$ cat config.mk
export PLATFORM = sky130hd
export DESIGN_NAME = pendulum_state_feedback_flat
export DESIGN_NICKNAME = d
export VERILOG_FILES = /design/src/hw/rtl/psf_pkg.sv /design/src/hw/rtl/psf_if.sv /design/src/hw/rtl/psf_mul.sv /design/src/hw/rtl/pendulum_state_feedback.sv /design/src/flat_wrapper.sv
export SDC_FILE = /design/constraint.sdc
export NUM_CORES = 2
export LEC_CHECK = 0
export ABC_AREA = 0
export BUFFER_PORTS_ARGS = -buffer_cell sky130_fd_sc_hd__buf_2
export CAP_MARGIN = 30
export CELL_PAD_IN_SITES_DETAIL_PLACEMENT = 1
export CELL_PAD_IN_SITES_GLOBAL_PLACEMENT = 1
export CORE_ASPECT_RATIO = 0.75
export CORE_MARGIN = 8
export CORE_UTILIZATION = 35
export CTS_CLUSTER_DIAMETER = 120
export DETAILED_ROUTE_END_ITERATION = 8
export GPL_ROUTABILITY_DRIVEN = 0
export PLACE_DENSITY_LB_ADDON = 0.1
export SYNTH_ARGS = -nofsm -noshare
export SYNTH_HDL_FRONTEND = slang
export SYNTH_HIERARCHICAL = 1
export SYNTH_SLANG_ARGS = --single-unit
$ cat constraint.sdc
create_clock -name clock -period 13.23 [get_ports clock]
set_clock_uncertainty 0.1 [all_clocks]
set_input_delay 1.323 -clock clock [delete_from_list [all_inputs] [get_ports clock]]
set_output_delay 1.323 -clock clock [all_outputs]
set_load 0.02 [all_outputs]
$ cat src/hw/rtl/psf_pkg.sv
// Shared constants and types of the pendulum state-feedback controller.
// No dependencies; the other files but psf_if refer to it by scoped names.

package psf_pkg;

   // Gain fraction: gains are signed Q8.24 per raw unit
   localparam int GAIN_FRAC_BITS = 24;

   // Configuration port
   localparam int CFG_W     = 32;
   localparam int CSR_IDX_W = 3;

   localparam logic [CSR_IDX_W-1:0] REG_GAIN_ANGLE       = 3'd0;
   localparam logic [CSR_IDX_W-1:0] REG_GAIN_BODY_SPEED  = 3'd1;
   localparam logic [CSR_IDX_W-1:0] REG_GAIN_WHEEL_SPEED = 3'd2;
   localparam logic [CSR_IDX_W-1:0] REG_MOTOR_CONSTANT   = 3'd3;
   localparam logic [CSR_IDX_W-1:0] REG_ANGLE_WINDOW     = 3'd4;
   localparam logic [CSR_IDX_W-1:0] REG_WHEEL_WINDOW     = 3'd5;

   localparam logic signed [31:0] RST_GAIN_ANGLE       = 32'sd219927;
   localparam logic signed [31:0] RST_GAIN_BODY_SPEED  = 32'sd16082;
   localparam logic signed [31:0] RST_GAIN_WHEEL_SPEED = 32'sd3162;
   localparam logic [23:0]        RST_MOTOR_CONSTANT   = 24'd50000;
   localparam logic [14:0]        RST_ANGLE_WINDOW     = 15'd300;
   localparam logic [14:0]        RST_WHEEL_WINDOW     = 15'd3500;

   // Command codes
   localparam logic [1:0] CMD_STEADY  = 2'd0;
   localparam logic [1:0] CMD_TRACK   = 2'd1;
   localparam logic [1:0] CMD_RESTART = 2'd2;
   localparam logic [1:0] CMD_SPARE   = 2'd3;

   // 0.002 in Q0.24
   localparam logic [15:0] LPF_WEIGHT = 16'd33554;

   // Shared multiplier: 33 x 33 signed
   localparam int MUL_W  = 33;
   localparam int PROD_W = 2 * MUL_W;

   typedef enum logic [3:0] {
      ST_IDLE,
      ST_MUL_ANG,
      ST_MUL_BODY,
      ST_MUL_WHEEL,
      ST_SUM,
      ST_MUL_HI,
      ST_MUL_LO,
      ST_MUL_LPF,
      ST_FINISH
   } state_type;

   typedef enum logic [1:0] {
      STEP_STEADY,
      STEP_TRACK,
      STEP_RESTART,
      STEP_HALT
   } step_type;

endpackage

$ cat src/hw/rtl/psf_if.sv
// Request and response channel interfaces of the pendulum state-feedback controller.
// No dependencies.

interface psf_req_if;
   logic               valid;
   logic               ready;
   logic [1:0]         cmd;
   logic signed [15:0] body_angle;
   logic signed [15:0] body_speed;
   logic signed [15:0] wheel_speed;
   logic signed [15:0] target_angle;
   logic signed [15:0] target_body_speed;
   logic signed [15:0] target_wheel_speed;
   logic signed [31:0] nominal_torque;

   modport source (
      output valid, cmd, body_angle, body_speed, wheel_speed,
             target_angle, target_body_speed, target_wheel_speed, nominal_torque,
      input  ready
   );
   modport sink (
      input  valid, cmd, body_angle, body_speed, wheel_speed,
             target_angle, target_body_speed, target_wheel_speed, nominal_torque,
      output ready
   );
endinterface

interface psf_rsp_if;
   logic               valid;
   logic               ready;
   logic signed [31:0] torque_out;
   logic               out_of_window;

   modport source (output valid, torque_out, out_of_window, input ready);
   modport sink   (input valid, torque_out, out_of_window, output ready);
endinterface

$ cat src/hw/rtl/psf_mul.sv
// Shared signed multiplier with registered product, held while not enabled.
// Depends on psf_pkg for the operand and product widths.

module psf_mul (
   input  logic                                clock,
   input  logic                                en,
   input  logic signed [psf_pkg::MUL_W-1:0]    op_a,
   input  logic signed [psf_pkg::MUL_W-1:0]    op_b,
   output logic signed [psf_pkg::PROD_W-1:0]   prod
);

   logic signed [psf_pkg::PROD_W-1:0] prod_ff;

   always_ff @(posedge clock) begin
      if (en) begin
         prod_ff <= op_a * op_b;
      end
   end

   assign prod = prod_ff;

endmodule

$ cat src/hw/rtl/pendulum_state_feedback.sv
// Top level of the pendulum state-feedback controller: sequencer, accumulator,
// configuration registers and result register. Depends on psf_pkg, psf_if, psf_mul.
//
//  channel   direction  handshake          content
//  req_bus   in         valid/ready        cmd, measured and target states, nominal torque
//  rsp_bus   out        valid/ready        torque_out, out_of_window
//  csr_*     in         csr_we, no stall   register index and write data
//
// A balance or trajectory beat goes from acceptance through the angle, body and wheel
// products, the sum, then the two scaling and the low-pass products to the final step,
// which loads the result register; the single 33 x 33 multiplier takes all six in turn.
// Restart and out-of-window beats skip to the final step; beats are taken only in idle.
// Reset is synchronous and active high; it loads the register defaults and
// clears the zero-angle estimate, and ready stays low while it lasts. A stalled
// response holds its register; the next beat is taken meanwhile and waits in
// the final step for the slot.

module pendulum_state_feedback (
   input  logic                               clock,
   input  logic                               reset,
   psf_req_if.sink                            req_bus,
   psf_rsp_if.source                          rsp_bus,
   input  logic                               csr_we,
   input  logic [psf_pkg::CSR_IDX_W-1:0]      csr_index,
   input  logic [psf_pkg::CFG_W-1:0]          csr_wdata
);

   localparam int MUL_W   = psf_pkg::MUL_W;
   localparam int PROD_W  = psf_pkg::PROD_W;
   // Feedback sum: three terms below 2^47 each
   localparam int ACC_W   = 51;
   localparam int SPLIT   = 24;
   localparam int MHI_W   = ACC_W - 1 - SPLIT;
   localparam int HI_W    = MHI_W + 24;
   localparam int LO_W    = SPLIT + 24;
   localparam int FULL_W  = HI_W + SPLIT + 1;
   localparam int Q_W     = 41;
   localparam int T_W     = Q_W + 2;
   localparam logic [FULL_W-1:0] MID_LIMIT = FULL_W'(1) << (Q_W - 1);

   // ---------------------------------------------------------------
   // Configuration registers
   // ---------------------------------------------------------------
   logic signed [31:0] gain_angle_ff;
   logic signed [31:0] gain_body_ff;
   logic signed [31:0] gain_wheel_ff;
   logic [23:0]        motor_k_ff;
   logic [14:0]        angle_win_ff;
   logic [14:0]        wheel_win_ff;

   always_ff @(posedge clock) begin
      if (reset) begin
         gain_angle_ff <= psf_pkg::RST_GAIN_ANGLE;
         gain_body_ff  <= psf_pkg::RST_GAIN_BODY_SPEED;
         gain_wheel_ff <= psf_pkg::RST_GAIN_WHEEL_SPEED;
         motor_k_ff    <= psf_pkg::RST_MOTOR_CONSTANT;
         angle_win_ff  <= psf_pkg::RST_ANGLE_WINDOW;
         wheel_win_ff  <= psf_pkg::RST_WHEEL_WINDOW;
      end else if (csr_we) begin
         case (csr_index)
            psf_pkg::REG_GAIN_ANGLE:       gain_angle_ff <= $signed(csr_wdata[31:0]);
            psf_pkg::REG_GAIN_BODY_SPEED:  gain_body_ff  <= $signed(csr_wdata[31:0]);
            psf_pkg::REG_GAIN_WHEEL_SPEED: gain_wheel_ff <= $signed(csr_wdata[31:0]);
            psf_pkg::REG_MOTOR_CONSTANT:   motor_k_ff    <= csr_wdata[23:0];
            psf_pkg::REG_ANGLE_WINDOW:     angle_win_ff  <= csr_wdata[14:0];
            psf_pkg::REG_WHEEL_WINDOW:     wheel_win_ff  <= csr_wdata[14:0];
            default: ;  // drop writes beyond the register list
         endcase
      end
   end

   // ---------------------------------------------------------------
   // Sequencer
   // ---------------------------------------------------------------
   psf_pkg::state_type state_ff, state_in;
   logic req_ready;
   logic mul_en;
   logic commit;
   logic out_valid_ff;

   psf_pkg::step_type req_kind;
   logic              accept;

   // Classify the incoming beat: restart first, then the window test
   logic signed [16:0] ang_ext, wsp_ext, ang_lim, wsp_lim;
   logic               window_fail;

   always_comb begin
      ang_ext = 17'(req_bus.body_angle);
      wsp_ext = 17'(req_bus.wheel_speed);
      ang_lim = $signed({2'b00, angle_win_ff});
      wsp_lim = $signed({2'b00, wheel_win_ff});
      window_fail = (ang_ext > ang_lim) || (ang_ext < -ang_lim) ||
                    (wsp_ext > wsp_lim) || (wsp_ext < -wsp_lim);
      if (req_bus.cmd inside {psf_pkg::CMD_RESTART, psf_pkg::CMD_SPARE}) begin
         req_kind = psf_pkg::STEP_RESTART;
      end else if (window_fail) begin
         req_kind = psf_pkg::STEP_HALT;
      end else if (req_bus.cmd == psf_pkg::CMD_STEADY) begin
         req_kind = psf_pkg::STEP_STEADY;
      end else begin
         req_kind = psf_pkg::STEP_TRACK;
      end
   end

   always_ff @(posedge clock) begin
      if (reset) begin
         state_ff <= psf_pkg::ST_IDLE;
      end else begin
         state_ff <= state_in;
      end
   end

   always_comb begin
      state_in  = state_ff;
      req_ready = 1'b0;
      mul_en    = 1'b0;
      commit    = 1'b0;
      case (state_ff)
         psf_pkg::ST_IDLE: begin
            req_ready = !reset;
            if (req_bus.valid) begin
               // restart and out-of-window beats need no arithmetic
               if (req_kind == psf_pkg::STEP_STEADY || req_kind == psf_pkg::STEP_TRACK) begin
                  state_in = psf_pkg::ST_MUL_ANG;
               end else begin
                  state_in = psf_pkg::ST_FINISH;
               end
            end
         end
         psf_pkg::ST_MUL_ANG: begin
            mul_en   = 1'b1;
            state_in = psf_pkg::ST_MUL_BODY;
         end
         psf_pkg::ST_MUL_BODY: begin
            mul_en   = 1'b1;
            state_in = psf_pkg::ST_MUL_WHEEL;
         end
         psf_pkg::ST_MUL_WHEEL: begin
            mul_en   = 1'b1;
            state_in = psf_pkg::ST_SUM;
         end
         psf_pkg::ST_SUM: begin
            state_in = psf_pkg::ST_MUL_HI;
         end
         psf_pkg::ST_MUL_HI: begin
            mul_en   = 1'b1;
            state_in = psf_pkg::ST_MUL_LO;
         end
         psf_pkg::ST_MUL_LO: begin
            mul_en   = 1'b1;
            state_in = psf_pkg::ST_MUL_LPF;
         end
         psf_pkg::ST_MUL_LPF: begin
            mul_en   = 1'b1;
            state_in = psf_pkg::ST_FINISH;
         end
         psf_pkg::ST_FINISH: begin
            // wait here until the result register is free or being emptied
            if (!out_valid_ff || rsp_bus.ready) begin
               commit   = 1'b1;
               state_in = psf_pkg::ST_IDLE;
            end
         end
         default: state_in = psf_pkg::ST_IDLE;
      endcase
   end

   assign req_bus.ready = req_ready;
   assign accept        = req_ready && req_bus.valid;

   // ---------------------------------------------------------------
   // Captured beat
   // ---------------------------------------------------------------
   psf_pkg::step_type  kind_ff;
   logic signed [15:0] ang_ff, bsp_ff, wsp_ff, t_ang_ff, t_bsp_ff, t_wsp_ff;
   logic signed [31:0] nominal_ff;

   always_ff @(posedge clock) begin
      if (accept) begin
         kind_ff    <= req_kind;
         ang_ff     <= req_bus.body_angle;
         bsp_ff     <= req_bus.body_speed;
         wsp_ff     <= req_bus.wheel_speed;
         t_ang_ff   <= req_bus.target_angle;
         t_bsp_ff   <= req_bus.target_body_speed;
         t_wsp_ff   <= req_bus.target_wheel_speed;
         nominal_ff <= req_bus.nominal_torque;
      end
   end

   // ---------------------------------------------------------------
   // Shared multiplier and operand selection
   // ---------------------------------------------------------------
   logic signed [31:0]     est_ff, est_in;
   logic signed [MUL_W-1:0] ang_err;
   logic signed [16:0]     d_ang, d_bsp, d_wsp;
   logic                   steady;
   logic signed [MUL_W-1:0] op_a, op_b;
   logic signed [PROD_W-1:0] prod;
   logic signed [ACC_W-1:0] acc_ff, acc_in;
   logic [ACC_W-1:0]       acc_mag;
   logic [MHI_W-1:0]       mag_hi;
   logic [SPLIT-1:0]       mag_lo;

   assign steady  = (kind_ff == psf_pkg::STEP_STEADY);
   // angle less the zero-angle estimate, Q16.16
   assign ang_err = MUL_W'($signed({ang_ff, 16'h0000})) - MUL_W'(est_ff);
   assign d_ang   = 17'(ang_ff) - 17'(t_ang_ff);
   assign d_bsp   = 17'(bsp_ff) - 17'(t_bsp_ff);
   assign d_wsp   = 17'(wsp_ff) - 17'(t_wsp_ff);

   assign acc_mag = acc_ff[ACC_W-1] ? ACC_W'(-acc_ff) : ACC_W'(acc_ff);
   assign mag_hi  = acc_mag[ACC_W-2:SPLIT];
   assign mag_lo  = acc_mag[SPLIT-1:0];

   always_comb begin
      op_a = '0;
      op_b = '0;
      case (state_ff)
         psf_pkg::ST_MUL_ANG: begin
            op_a = MUL_W'(gain_angle_ff);
            op_b = steady ? ang_err : MUL_W'(d_ang);
         end
         psf_pkg::ST_MUL_BODY: begin
            op_a = MUL_W'(gain_body_ff);
            op_b = steady ? MUL_W'(bsp_ff) : MUL_W'(d_bsp);
         end
         psf_pkg::ST_MUL_WHEEL: begin
            op_a = MUL_W'(gain_wheel_ff);
            op_b = steady ? MUL_W'(wsp_ff) : MUL_W'(d_wsp);
         end
         psf_pkg::ST_MUL_HI: begin
            op_a = $signed({{(MUL_W-MHI_W){1'b0}}, mag_hi});
            op_b = $signed({{(MUL_W-24){1'b0}}, motor_k_ff});
         end
         psf_pkg::ST_MUL_LO: begin
            op_a = $signed({{(MUL_W-SPLIT){1'b0}}, mag_lo});
            op_b = $signed({{(MUL_W-24){1'b0}}, motor_k_ff});
         end
         psf_pkg::ST_MUL_LPF: begin
            op_a = ang_err;
            op_b = $signed({{(MUL_W-16){1'b0}}, psf_pkg::LPF_WEIGHT});
         end
         default: ;
      endcase
   end

   psf_mul u_mul (
      .clock (clock),
      .en    (mul_en),
      .op_a  (op_a),
      .op_b  (op_b),
      .prod  (prod)
   );

   // ---------------------------------------------------------------
   // Feedback sum: the angle product lands while the body product is
   // issued; a steady angle term is floored from Q16.16 by 16 bits
   // ---------------------------------------------------------------
   always_comb begin
      acc_in = acc_ff;
      case (state_ff)
         psf_pkg::ST_MUL_BODY: begin
            acc_in = steady ? ACC_W'($signed(prod[PROD_W-1:16])) : $signed(prod[ACC_W-1:0]);
         end
         psf_pkg::ST_MUL_WHEEL,
         psf_pkg::ST_SUM: begin
            acc_in = acc_ff + $signed(prod[ACC_W-1:0]);
         end
         default: ;
      endcase
   end

   always_ff @(posedge clock) begin
      acc_ff <= acc_in;
   end

   // ---------------------------------------------------------------
   // Torque scaling: |S| * k split in two partial products, shifted by
   // the gain fraction, clamped, signed, feed-forward added for trajectory beats, saturated
   // ---------------------------------------------------------------
   logic [HI_W-1:0]       hi_ff;
   logic [FULL_W-1:0]     full_prod, q_full;
   logic [Q_W-1:0]        q_mag;
   logic signed [T_W-1:0] t_scaled, t_sum;
   logic signed [31:0]    t_sat;
   logic signed [31:0]    torque_ff, torque_in;

   always_ff @(posedge clock) begin
      if (state_ff == psf_pkg::ST_MUL_LO) begin
         hi_ff <= prod[HI_W-1:0];
      end
   end

   always_comb begin
      full_prod = FULL_W'({hi_ff, {SPLIT{1'b0}}}) + FULL_W'(prod[LO_W-1:0]);
      q_full    = full_prod >> psf_pkg::GAIN_FRAC_BITS;
      q_mag     = (q_full > MID_LIMIT) ? MID_LIMIT[Q_W-1:0] : q_full[Q_W-1:0];
      t_scaled  = acc_ff[ACC_W-1] ? -$signed({2'b00, q_mag}) : $signed({2'b00, q_mag});
      t_sum     = (kind_ff == psf_pkg::STEP_TRACK) ? t_scaled + T_W'(nominal_ff) : t_scaled;
      if (t_sum[T_W-1:31] == {(T_W-31){t_sum[T_W-1]}}) begin
         t_sat = t_sum[31:0];
      end else if (t_sum[T_W-1]) begin
         t_sat = 32'sh8000_0000;
      end else begin
         t_sat = 32'sh7FFF_FFFF;
      end
   end

   always_comb begin
      torque_in = torque_ff;
      if (accept) begin
         torque_in = '0;  // holds for restart and out-of-window beats
      end else if (state_ff == psf_pkg::ST_MUL_LPF) begin
         torque_in = t_sat;
      end
   end

   always_ff @(posedge clock) begin
      torque_ff <= torque_in;
   end

   // ---------------------------------------------------------------
   // Zero-angle estimate: cleared by restart beats; on steady beats a low-pass step, product truncated toward zero
   // ---------------------------------------------------------------
   logic signed [PROD_W-1:0] lpf_bias, lpf_step;

   always_comb begin
      lpf_bias = prod[PROD_W-1] ? prod + PROD_W'(24'hFF_FFFF) : prod;
      lpf_step = lpf_bias >>> 24;
      est_in   = est_ff;
      if (commit) begin
         case (kind_ff)
            psf_pkg::STEP_STEADY:  est_in = est_ff + lpf_step[31:0];
            psf_pkg::STEP_RESTART: est_in = '0;
            default: ;
         endcase
      end
   end

   always_ff @(posedge clock) begin
      if (reset) begin
         est_ff <= '0;
      end else begin
         est_ff <= est_in;
      end
   end

   // ---------------------------------------------------------------
   // Result register
   // ---------------------------------------------------------------
   logic signed [31:0] out_torque_ff;
   logic               out_oow_ff;

   always_ff @(posedge clock) begin
      if (reset) begin
         out_valid_ff <= 1'b0;
      end else if (commit) begin
         out_valid_ff <= 1'b1;
      end else if (rsp_bus.ready) begin
         out_valid_ff <= 1'b0;
      end
   end

   always_ff @(posedge clock) begin
      if (commit) begin
         out_torque_ff <= torque_ff;
         out_oow_ff    <= (kind_ff == psf_pkg::STEP_HALT);
      end
   end

   assign rsp_bus.valid         = out_valid_ff;
   assign rsp_bus.torque_out    = out_torque_ff;
   assign rsp_bus.out_of_window = out_oow_ff;

endmodule

$ cat src/flat_wrapper.sv
// flat-port wrapper written by rule: the top's interface ports become plain ports
module pendulum_state_feedback_flat 
  (clock, reset, csr_we, csr_index, csr_wdata, req_bus_valid, req_bus_cmd, req_bus_body_angle, req_bus_body_speed, req_bus_wheel_speed, req_bus_target_angle, req_bus_target_body_speed, req_bus_target_wheel_speed, req_bus_nominal_torque, req_bus_ready, rsp_bus_valid, rsp_bus_torque_out, rsp_bus_out_of_window, rsp_bus_ready);
  psf_req_if req_bus_i ();
  psf_rsp_if rsp_bus_i ();
  input  logic clock;
  input  logic reset;
  input  logic csr_we;
  input  logic [psf_pkg::CSR_IDX_W-1:0] csr_index;
  input  logic [psf_pkg::CFG_W-1:0] csr_wdata;
  input wire logic [$bits(req_bus_i.valid)-1:0] req_bus_valid;
  input wire logic [$bits(req_bus_i.cmd)-1:0] req_bus_cmd;
  input wire logic [$bits(req_bus_i.body_angle)-1:0] req_bus_body_angle;
  input wire logic [$bits(req_bus_i.body_speed)-1:0] req_bus_body_speed;
  input wire logic [$bits(req_bus_i.wheel_speed)-1:0] req_bus_wheel_speed;
  input wire logic [$bits(req_bus_i.target_angle)-1:0] req_bus_target_angle;
  input wire logic [$bits(req_bus_i.target_body_speed)-1:0] req_bus_target_body_speed;
  input wire logic [$bits(req_bus_i.target_wheel_speed)-1:0] req_bus_target_wheel_speed;
  input wire logic [$bits(req_bus_i.nominal_torque)-1:0] req_bus_nominal_torque;
  output wire logic [$bits(req_bus_i.ready)-1:0] req_bus_ready;
  output wire logic [$bits(rsp_bus_i.valid)-1:0] rsp_bus_valid;
  output wire logic [$bits(rsp_bus_i.torque_out)-1:0] rsp_bus_torque_out;
  output wire logic [$bits(rsp_bus_i.out_of_window)-1:0] rsp_bus_out_of_window;
  input wire logic [$bits(rsp_bus_i.ready)-1:0] rsp_bus_ready;
  assign req_bus_i.valid = req_bus_valid;
  assign req_bus_i.cmd = req_bus_cmd;
  assign req_bus_i.body_angle = req_bus_body_angle;
  assign req_bus_i.body_speed = req_bus_body_speed;
  assign req_bus_i.wheel_speed = req_bus_wheel_speed;
  assign req_bus_i.target_angle = req_bus_target_angle;
  assign req_bus_i.target_body_speed = req_bus_target_body_speed;
  assign req_bus_i.target_wheel_speed = req_bus_target_wheel_speed;
  assign req_bus_i.nominal_torque = req_bus_nominal_torque;
  assign req_bus_ready = req_bus_i.ready;
  assign rsp_bus_valid = rsp_bus_i.valid;
  assign rsp_bus_torque_out = rsp_bus_i.torque_out;
  assign rsp_bus_out_of_window = rsp_bus_i.out_of_window;
  assign rsp_bus_i.ready = rsp_bus_ready;
  pendulum_state_feedback u_core (.clock(clock), .reset(reset), .req_bus(req_bus_i), .rsp_bus(rsp_bus_i), .csr_we(csr_we), .csr_index(csr_index), .csr_wdata(csr_wdata));
endmodule
==> impl_metrics.ini <==
[global_route]
overflow = 0
grt_pass1_wl_um = 427000
grt_usage = 0.240
grt_max_degree = 108
grt_antenna_before_repair = 29
grt_pass1_vias = 65355

[cells_and_area]
nets = 10277
fillers = 25068
final_util = 0.383
layout-drive-gt1-share = 0.0676
area_growth_pct = 9.23

[synth]
synth_commonest_cells = 1330 x inv_1, 1152 x fa_1, 1137 x nand2_1, 590 x and2_1, 499 x ha_1
synth_top_area_frac = 0.304
yosys.area.top_type = fa_1
seq_area_frac_synth = 0.188
postSynthCellCount = 8403
synth_edf_count = 330
ys_types = 95
synthArstFlopShare = 0
synth.most_common_cell = inv_1
syn_area_um2 = 75900
synth-seq-cells = 549
synth_flop_cell = edfxtp_1
yosysWarnings = 6
syn_avg_cell_area_um2 = 9.03
ys_top_cells_by_area = fa_1 30%, edfxtp_1 13%, ha_1 8.2%
syn_nets = 10224

[timing]
relSlewSlack = 0.0669
hold_ws_ns = 0.334
slew_viol_final = 0
hold_violations = 0
final.period_utilization = 0.953
period_needed_ns = 12.61
tightest_slew_ns = 1.40
fin_ws_ns = 0.623
setup_viol_count_final = 0
max_freq_mhz = 79.3
setup_tns_ns = 0

[clock_network]
cts_buffers = 56
cts_sinks = 549
insertion_delay_ns = 0.70
cts_buffer_depth = 3
ctsHoldBuffers = 0
cts_root_buf = clkbuf_16
clk_pin_slew_worst_paths_ns = 0.07
cts_tree = done
cts_setup_buffers = 0
h-tree-depth = 2
cts_resized = 0

[critical_path]
worstPathArrival_ns = 12.94
start_kind = register
cp_top_family = adder cells
cp_common_cell = fa_1
cp.buffers_inverters = 5
cp_max_fo = 24
criticalPathCategory = reg -> reg
cpMaxStageDelayCell = o221ai_2
end_kind = register
regToRegStartpoint = u_core/acc_ff[2]
cp.required_ns = 13.56
critPathMaxStageDelay_ns = 0.76
critPathLaunch = u_core/acc_ff[2]

[die]
fp.dieH_um = 419
die_w_um = 554
core_um2 = 216000
initial_core_util = 0.351
ios = 205
rows = 148
die_area_um2 = 232000

[drt]
ant_nets = 0
drt_iter0_markers = 4465
via_per_inst = 5.37
wl_per_cell_um = 24.8
vias = 60997
first_pass_iters = 8
route.detailed.drc = 0
wl_um = 282000

[pwr]
p_switching_w = 0.00111
pwr-share-comb = 0.108
p_int_w = 0.00290
power_leakage_nw = 38.3
pwr_density_cell_nw_per_um2 = 48.3
power_switching_share = 0.276
p_total_w = 0.00401
ir_worst_vdd_mv = 0.0948
seqPwrFrac = 0.468
clockPowerShare = 0.424

[worst_hold_path]
holdCritPathClass = reg -> reg
min_from = u_core/torque_ff[3]

[placement]
post-place-ws_ns = 0.502
hpwl_um = 222000
io_buffers = 204

[flow_run]
cap_violations = 0

[run_status]
outcome = finished clean
## logic make-up after synthesis
group / Yosys count / synth area share
AO/OA/AOI/OAI: 1382 / 0.117
AND/OR/NAND/NOR: 2680 / 0.173
XOR/XNOR: 372 / 0.0429
adder cells (fa/ha/maj): 1651 / 0.386
multiplexers: 58 / 0.00770
flip-flops: 549 / 0.188
buffers and inverters: 1711 / 0.0852
## through the flow
step | instance area [µm²] | cells
after floorplan | 75900 | 8403
after global placement | 80800 | 11238
after detailed placement | 80900 | 11243
after CTS | 82800 | 11348
after global routing | 82900 | 11356
final | 82900 | 11360
## worst reg2reg max path: cells and delay by family, from the launching register on
family / cells / cell delay, ns
compound gates: 8 / 3.10
buf+inv: 5 / 0.53
fa+ha+maj: 9 / 4.35
xor+xnor: 2 / 0.22
flops: 1 / 0.50
simple gates: 13 / 3.59
## per-layer routing
layer / up-vias / routed length (µm) / part of all wire / global-route usage
met5: - / 36 / 0.00013 / 0
met4: 6 / 5370 / 0.019 / 0.0415
met3: 267 / 15100 / 0.053 / 0.0284
met2: 1472 / 124000 / 0.44 / 0.374
met1: 31893 / 138000 / 0.49 / 0.362
li1: 27359 / - / - / -
## flip-flops by register name, summed over array words and instances (netlist names)
signal                        cells
u_core/acc_ff                    51
u_core/ang_ff                    16
u_core/angle_win_ff              15
u_core/bsp_ff                    16
u_core/est_ff                    32
u_core/gain_angle_ff             32
u_core/gain_body_ff              32
u_core/gain_wheel_ff             32
u_core/hi_ff                     50
u_core/kind_ff                    2
u_core/motor_k_ff                24
u_core/nominal_ff                32
u_core/rsp_bus.out_of_window      1
u_core/rsp_bus.torque_out        32
u_core/rsp_bus.valid              1
u_core/state_ff                   4
u_core/t_ang_ff                  16
u_core/t_bsp_ff                  16
u_core/t_wsp_ff                  16
u_core/torque_ff                 32
u_core/u_mul/prod                66
u_core/wheel_win_ff              15
u_core/wsp_ff                    16
## worst paths after layout
check                                                     to  cells after the start  slack [ns]
worst max register to register         u_core/u_mul/prod[46]                     37        0.62
worst min register to register  u_core/rsp_bus.torque_out[3]                      0        0.33
worst max-delay path                   u_core/u_mul/prod[46]                     37        0.62
worst min-delay path            u_core/rsp_bus.torque_out[3]                      0        0.33
## cells in the final DEF, fill, tap and decap left out, types with 21 or more instances in the layout
| master | Yosys | final |
|---|---|---|
| or3_1 | 37 | 37 |
| a21oi_1 | 404 | 404 |
| fa_1 | 1152 | 1151 |
| edfxtp_1 | 330 | 330 |
| nand4_1 | 48 | 48 |
| a31oi_1 | 33 | 33 |
| nand3_1 | 105 | 105 |
| o21bai_1 | 21 | 21 |
| o21a_1 | 62 | 62 |
| buf_4 | 0 | 148 |
| o211ai_1 | 34 | 34 |
| a222oi_1 | 32 | 32 |
| a21o_1 | 112 | 110 |
| inv_1 | 1330 | 1327 |
| o21ai_0 | 323 | 305 |
| nor2_1 | 318 | 309 |
| o21ai_1 | 29 | 29 |
| buf_2 | 3 | 203 |
| xnor2_1 | 218 | 218 |
| dfxtp_1 | 219 | 219 |
| nor2b_1 | 47 | 46 |
| and3_1 | 63 | 63 |
| nor4_1 | 41 | 41 |
| and2_1 | 590 | 589 |
| nand2_1 | 1137 | 1137 |
| clkbuf_16 | 0 | 58 |
| xor2_1 | 154 | 154 |
| o31ai_1 | 44 | 44 |
| ha_1 | 499 | 499 |
| a211oi_1 | 42 | 42 |
| nor3_1 | 90 | 87 |
| a22oi_1 | 37 | 37 |
| mux2i_1 | 55 | 55 |
| nand2b_1 | 57 | 57 |
| nand3b_1 | 57 | 57 |
## power groups by stage
stage	clock [W]	sequential (W)	combinational, W
2_1_floorplan	0	0.00191	0.000238
5_1_grt	0.00180	0.00188	0.000471
3_5_place_dp	0	0.00191	0.000428
6_report	0.00170	0.00188	0.000432
4_1_cts	0.00174	0.00188	0.000431
3_3_place_gp	0	0.00191	0.000418
## area by class of cell
type                       instances  area [µm²]  area share
tap                             2850        3570      0.0430
timing repair buffer             376        2630      0.0317
clock inverter                    26         289     0.00349
multi-input combinational       6143       55500       0.670
antenna                            7        17.5    0.000211
inverter                        1330        5000      0.0603
clock buffer                      79        1590      0.0192
sequential                       549       14300       0.172
Power figures use the tool's default switching activity.
